<file path="config.mk">
export PLATFORM = sky130hd
export DESIGN_NAME = scar_ctrl
export DESIGN_NICKNAME = d
export VERILOG_FILES = /design/src/rtl/core/scar_pkg.sv /design/src/rtl/core/scar_ctrl.sv
export VERILOG_INCLUDE_DIRS = /design/src /design/src/rtl/core
export SDC_FILE = /design/constraint.sdc
export NUM_CORES = 1
export LEC_CHECK = 0
export BUFFER_PORTS_ARGS = -buffer_cell sky130_fd_sc_hd__buf_2
export CAP_MARGIN = 40
export CORE_MARGIN = 2
export CORE_UTILIZATION = 51
export DETAILED_ROUTE_END_ITERATION = 10
export GPL_ROUTABILITY_DRIVEN = 0
export PLACE_DENSITY_LB_ADDON = 0.08
export SLEW_MARGIN = 20
export SYNTH_ARGS = -nofsm -noshare
export SYNTH_HDL_FRONTEND = slang
export SYNTH_SLANG_ARGS = --single-unit
</file>
<file path="constraint.sdc">
create_clock -name clk -period 4.5 [get_ports clk]
set_clock_uncertainty 0.15 [all_clocks]
set_input_delay 0.225 -clock clk [delete_from_list [all_inputs] [get_ports clk]]
set_output_delay 0.225 -clock clk [all_outputs]
set_load 0.01 [all_outputs]
</file>
<file path="src/rtl/core/stereo_comb_allpass_reverb_defines.svh">
// Assertion macros for the reverb RTL.
// Depends on nothing; included by files that assert.
`ifndef STEREO_COMB_ALLPASS_REVERB_DEFINES_SVH
`define STEREO_COMB_ALLPASS_REVERB_DEFINES_SVH
// implication checked on every clock, disabled in reset
`define SCAR_ASSERT_IMP(label, clk, rst_n, pre, post) \
    label: assert property (@(posedge clk) disable iff (!rst_n) (pre) |-> (post)) \
        else $error("assertion failed");
// next-cycle implication
`define SCAR_ASSERT_NEXT(label, clk, rst_n, pre, post) \
    label: assert property (@(posedge clk) disable iff (!rst_n) (pre) |=> (post)) \
        else $error("assertion failed");
`endif

</file>
<file path="src/rtl/core/scar_pkg.sv">
// Package for the stereo reverb: constants, types, arithmetic helpers.
// Depends on nothing.
`default_nettype none
package scar_pkg;
    localparam int COMB_LEN_A = 1116;
    localparam int COMB_LEN_B = 1188;
    localparam int COMB_LEN_C = 1277;
    localparam int COMB_LEN_D = 1356;
    localparam int ALLPASS_LEN_A = 556;
    localparam int ALLPASS_LEN_B = 441;
    localparam int COMB_TOTAL = COMB_LEN_A + COMB_LEN_B + COMB_LEN_C + COMB_LEN_D;
    localparam int AP_TOTAL = ALLPASS_LEN_A + ALLPASS_LEN_B;
    localparam int CA_W = $clog2(COMB_TOTAL);
    localparam int AA_W = $clog2(AP_TOTAL);
    localparam int CP_W = 12;
    localparam int AP_W = 11;
    localparam int SAMPLE_W = 24;
    localparam int CFG_IDX_W = 2;
    localparam int CFG_DATA_W = 17;
    localparam logic [16:0] ONE_Q16 = 17'd65536;

    localparam logic [CFG_IDX_W-1:0] REG_WET = 2'd0;
    localparam logic [CFG_IDX_W-1:0] REG_FB = 2'd1;
    localparam logic [CFG_IDX_W-1:0] REG_DAMP = 2'd2;
    localparam logic [CFG_IDX_W-1:0] REG_APG = 2'd3;

    typedef logic signed [SAMPLE_W-1:0] sample_t;

    // datapath operations, one per cycle
    typedef enum logic [3:0] {
        OP_NONE, OP_CRD, OP_DAMP, OP_CWR, OP_AVG, OP_ARD, OP_AWR, OP_AOUT, OP_MIX
    } op_t;

    typedef struct packed {
        op_t            op;
        logic           chan;      // 0 left, 1 right
        logic [1:0]     comb;
        logic           ap;
        logic           adv;       // advance pointers
        logic           load;      // latch input frame
        logic           out_load;  // latch output frame
    } cmd_t;

    localparam logic [CA_W-1:0] COMB_BASE [4] = '{
        CA_W'(0), CA_W'(COMB_LEN_A), CA_W'(COMB_LEN_A + COMB_LEN_B),
        CA_W'(COMB_LEN_A + COMB_LEN_B + COMB_LEN_C)};
    localparam logic [CP_W-1:0] COMB_LAST [4] = '{
        CP_W'(COMB_LEN_A - 1), CP_W'(COMB_LEN_B - 1), CP_W'(COMB_LEN_C - 1),
        CP_W'(COMB_LEN_D - 1)};
    localparam logic [AA_W-1:0] AP_BASE [2] = '{AA_W'(0), AA_W'(ALLPASS_LEN_A)};
    localparam logic [AP_W-1:0] AP_LAST [2] = '{AP_W'(ALLPASS_LEN_A - 1),
        AP_W'(ALLPASS_LEN_B - 1)};

    // round Q16 product sum to nearest, ties up
    function automatic logic signed [42:0] rnd16(input logic signed [58:0] v);
        logic signed [58:0] t;
        t = v + 59'sd32768;
        return t[58:16];
    endfunction

    function automatic sample_t sat24(input logic signed [42:0] v);
        if (v > 43'sd8388607) return sample_t'(24'sh7fffff);
        if (v < -43'sd8388608) return sample_t'(24'sh800000);
        return v[SAMPLE_W-1:0];
    endfunction
endpackage
`default_nettype wire

</file>
<file path="src/rtl/core/scar_ctrl.sv">
// Sequencer for the reverb: steps one frame through the datapath.
// Depends on scar_pkg.
`default_nettype none
`include "stereo_comb_allpass_reverb_defines.svh"
module scar_ctrl import scar_pkg::*; (
    input  wire logic clk,
    input  wire logic rst_n,
    input  wire logic in_valid,
    output logic      in_ready,
    output logic      out_valid,
    input  wire logic out_ready,
    input  wire logic mem_busy,
    output cmd_t      cmd
);
    typedef enum logic [5:0] {
        S_IDLE = 6'b000001, S_CRD = 6'b000010, S_DAMP = 6'b000100,
        S_CWR = 6'b001000, S_APS = 6'b010000, S_MIX = 6'b100000
    } state_t;

    state_t state_reg, state_next;
    logic [1:0] comb_reg, comb_next;
    logic [1:0] ap_reg, ap_next;      // 0,1 stage read/write pairs, 2 avg
    logic       chan_reg, chan_next;
    logic       sub_reg, sub_next;
    logic       ov_reg, ov_next;

    assign in_ready = (state_reg == S_IDLE) && !mem_busy;
    assign out_valid = ov_reg;

    always_comb
    begin
        state_next = state_reg;
        comb_next = comb_reg;
        ap_next = ap_reg;
        chan_next = chan_reg;
        sub_next = sub_reg;
        ov_next = ov_reg && !out_ready;
        cmd = '0;
        cmd.op = OP_NONE;
        cmd.chan = chan_reg;
        cmd.comb = comb_reg;
        cmd.ap = ap_reg[0];
        unique case (state_reg)
            S_IDLE:
            begin
                if (in_valid && !mem_busy)
                begin
                    cmd.load = 1'b1;
                    state_next = S_CRD;
                    comb_next = '0;
                    chan_next = 1'b0;
                end
            end
            S_CRD:
            begin
                cmd.op = OP_CRD;
                state_next = S_DAMP;
            end
            S_DAMP:
            begin
                cmd.op = OP_DAMP;
                state_next = S_CWR;
            end
            S_CWR:
            begin
                cmd.op = OP_CWR;
                comb_next = comb_reg + 2'd1;
                if (comb_reg == 2'd3)
                begin
                    state_next = S_APS;
                    ap_next = 2'd2;
                    sub_next = 1'b0;
                end
                else
                begin
                    state_next = S_CRD;
                end
            end
            S_APS:
            begin
                if (ap_reg == 2'd2)
                begin
                    cmd.op = OP_AVG;
                    ap_next = 2'd0;
                end
                else
                begin
                    cmd.op = sub_reg ? OP_AWR : OP_ARD;
                    sub_next = !sub_reg;
                    if (sub_reg)
                    begin
                        ap_next = ap_reg + 2'd1;
                        if (ap_reg == 2'd1)
                        begin
                            if (chan_reg)
                            begin
                                state_next = S_MIX;
                            end
                            else
                            begin
                                chan_next = 1'b1;
                                comb_next = '0;
                                state_next = S_CRD;
                            end
                        end
                    end
                end
            end
            S_MIX:
            begin
                // output register must be free before it is overwritten
                if (!ov_next)
                begin
                    cmd.op = OP_MIX;
                    cmd.chan = sub_reg;
                    sub_next = !sub_reg;
                    if (sub_reg)
                    begin
                        cmd.adv = 1'b1;
                        cmd.out_load = 1'b1;
                        ov_next = 1'b1;
                        state_next = S_IDLE;
                    end
                end
            end
            default:
            begin
                state_next = S_IDLE;
            end
        endcase
    end

    always_ff @(posedge clk or negedge rst_n)
    begin
        if (!rst_n)
        begin
            state_reg <= S_IDLE;
            comb_reg <= '0;
            ap_reg <= '0;
            chan_reg <= 1'b0;
            sub_reg <= 1'b0;
            ov_reg <= 1'b0;
        end
        else
        begin
            state_reg <= state_next;
            comb_reg <= comb_next;
            ap_reg <= ap_next;
            chan_reg <= chan_next;
            sub_reg <= sub_next;
            ov_reg <= ov_next;
        end
    end

    `SCAR_ASSERT_IMP(a_out_load_free, clk, rst_n, cmd.out_load, !ov_reg || out_ready)
    `SCAR_ASSERT_NEXT(a_accept_starts, clk, rst_n, in_valid && in_ready, state_reg == S_CRD)
    `SCAR_ASSERT_IMP(a_no_accept_busy, clk, rst_n, state_reg != S_IDLE, !in_ready)
endmodule
`default_nettype wire

</file>
==> impl_metrics.json <==
{
  "setup-violations-final": 0,
  "antenna_left": 0,
  "grt_usage_pct": 21.98,
  "cts_tree": "yes",
  "hold_class": "input port to flop",
  "p_leak_nw": 0.4850,
  "postCtsSetupBuffers": 0,
  "yosysTopAreaCell": "dfrtp_1",
  "synth_ff_type": "dfrtp_1",
  "yosys_warnings": 0,
  "fillers": 137,
  "avgSynthCellArea_um2": 9.025,
  "fin_crit_ps": 2575,
  "slew_violations": 0,
  "setup_slack_ps": 1925,
  "fp.dieArea_mm2": 0.002006,
  "htreeDepth": 1,
  "status": "completed",
  "grt_pass1_wl_mm": 3.187,
  "synth_cell_types": 43,
  "ys_ff_latch": 13,
  "crit_type": "flop to output port",
  "die_w_um": 44.79,
  "overflow": 0,
  "routed_wl_mm": 1.866,
  "clk_pin_slew_ps": 80,
  "rows": 14,
  "antenna_found_initial": 0,
  "synthAdderAreaFrac_pct": 1.475,
  "ys_seq_area_share_pct": 38.50,
  "yosysMostFrequentCell": "dfrtp_1",
  "diodes": 0,
  "cp_max_fo": 8,
  "synth_cells": 94,
  "cp.required_ps": 4120,
  "synth-edff-count": 0,
  "syn_area_um2": 848.3,
  "rsz0062_at_grt": "false",
  "ios": 18,
  "synth_area_leaders": "dfrtp_1 35%, nand2b_1 3.7%, o21ai_0 3.5%, dfstp_2 3.1%, nand2_1 3.1%",
  "hold_viol_final": 0,
  "cts_root_buf": "clkbuf_4",
  "start_util_pct": 55.03,
  "ctsResizeCount": 0,
  "synth_compound_area_share_pct": 18.14,
  "core_mm2": 0.001541,
  "clk_latency_ps": 280,
  "cts.sinks": 13,
  "grt_pass1_vias": 681,
  "synth_xor_area_share_pct": 1.032,
  "dp_hpwl_mm": 1.349,
  "finalCritPeriodShare_pct": 57.23,
  "drc": 0,
  "grt_max_degree": 14,
  "vias": 782,
  "peakVddDrop_mv": 0.2669,
  "crit_path_end_kind": "output port",
  "cp.arrival_ps": 2200,
  "synth_top_family_by_area": "simple AND/OR/NAND/NOR gates",
  "viasPerCell": 6.157,
  "synth_top_area_share_pct": 35.40,
  "largest_reg_flops": 6,
  "wire_per_inst_um": 14.69,
  "powerDensity_mw_per_mm2": 425.2,
  "dp_slack_ps": 2249,
  "clock_path_buffers": 2,
  "async_flop_share_pct": 100.0,
  "tightest_slew_ps": 638.5,
  "layout-drive-gt1-share_pct": 21.62,
  "maxSlewHeadroom_pct": 57.04,
  "numCtsBuffers": 3,
  "syn_nets": 100,
  "max_freq_mhz": 388.3,
  "first_iter_violations": 15,
  "cp-start-kind": "flop",
  "io_buffers": 17,
  "synthSimpleGateAreaFrac_pct": 30.83,
  "die_h_um": 44.79,
  "cap_viol_max_count": 0,
  "synthTopCellsByCount": "12 x dfrtp_1, 7 x nand2_1, 6 x nor2_1, 6 x o21ai_0",
  "syn_to_final_growth_pct": 12.68,
  "tns_ps": 0,
  "drt_first_pass_iters": 4,
  "fin_nets": 118,
  "synthMuxAreaShare_pct": 3.835
}
[area by class of cell]
type	count	area (µm²)	share of cell area [%]
clock buffers	4	26.28	2.749
inverters	5	18.77	1.963
well taps	16	20.02	2.094
repair buffers	18	95.09	9.948
flip-flops and latches	13	326.6	34.16
multi-input cells	71	469.2	49.08
[where the power goes]
part / switching (W) / internal, W / leakage, nW
logic: 0.0000850 / 0.0000750 / 0.294
registers: 0.0000346 / 0.000139 / 0.176
clock network: 0.0000388 / 0.0000343 / 0.0150
[through the flow]
stage	total power (W)	utilization, %	hold WS, ps	area, µm²	std cells
2_1_floorplan	0.0002945	-	-220.6	848.3	94
3_3_place_gp	0.0003316	59.66	-19.52	919.6	122
3_5_place_dp	0.0003331	59.66	-12.64	919.6	122
4_1_cts	0.0004093	62.01	117.3	955.9	127
5_1_grt	0.0004382	62.01	153.6	955.9	127
6_report	0.0004065	62.01	132.7	955.9	127
[layer usage]
layer / track usage [%] / share of wire [%] / up-vias
met5: 0 / 0 / -
met4: 10.59 / 0.54 / 0
met3: 2.400 / 7.2 / 2
met2: 33.62 / 46 / 27
met1: 31.12 / 47 / 372
li1: - / - / 381
[cell usage in the layout, fill, tap and decap left out, types with 2 or more instances in the layout]
master    Yosys  layout
clkbuf_4      0       3
a21oi_1       3       3
o21ai_0       6       6
dfrtp_1      12      12
nor2_1        6       6
a211o_1       3       3
nor2b_1       2       2
inv_1         5       5
buf_2         0      17
nand3b_1      3       3
a211oi_1      2       2
nand2_1       7       7
nand2b_1      5       5
nor4_1        2       2
nor3_1        3       3
and2_1        2       2
nor3b_1       2       2
o22ai_1       2       2
[cells by family (layout without fill, tap and decap cells)]
logic type,Yosys count,in the layout
XOR/XNOR,1,1
AO/OA/AOI/OAI,23,23
adder cells (fa/ha/maj),1,1
AND/OR/NAND/NOR,43,43
buffers and inverters,10,27
multiplexers,3,3
flip-flops,13,13
[repair_timing]
action	in CTS	in global routing
hold buffers	1	0
setup endpoints to repair	0	0
endpoints found under the hold margin	13	0
[worst max-delay path, stage by stage, from the launching register on]
cell and delay, ps:
dfrtp_1 470, or4_1 640, nor2_1 200, and2_1 160, mux2_2 330, buf_2 140
[path summary, 6_finish.rpt]
| check | from | to | slack (ps) | cells after the start |
|---|---|---|---|---|
| min in group asynchronous | rst_n | state_reg[1] | 210 | 2 |
| worst min-delay path | out_ready | out_valid | 130 | 3 |
| worst max register to register | state_reg[4] | sub_reg | 2270 | 4 |
| worst min register to register | comb_reg[0] | comb_reg[0] | 380 | 1 |
| max in group asynchronous | rst_n | state_reg[0] | 3700 | 2 |
| worst max-delay path | state_reg[2] | cmd[6] | 1920 | 5 |
Power figures use the tool's default switching activity.
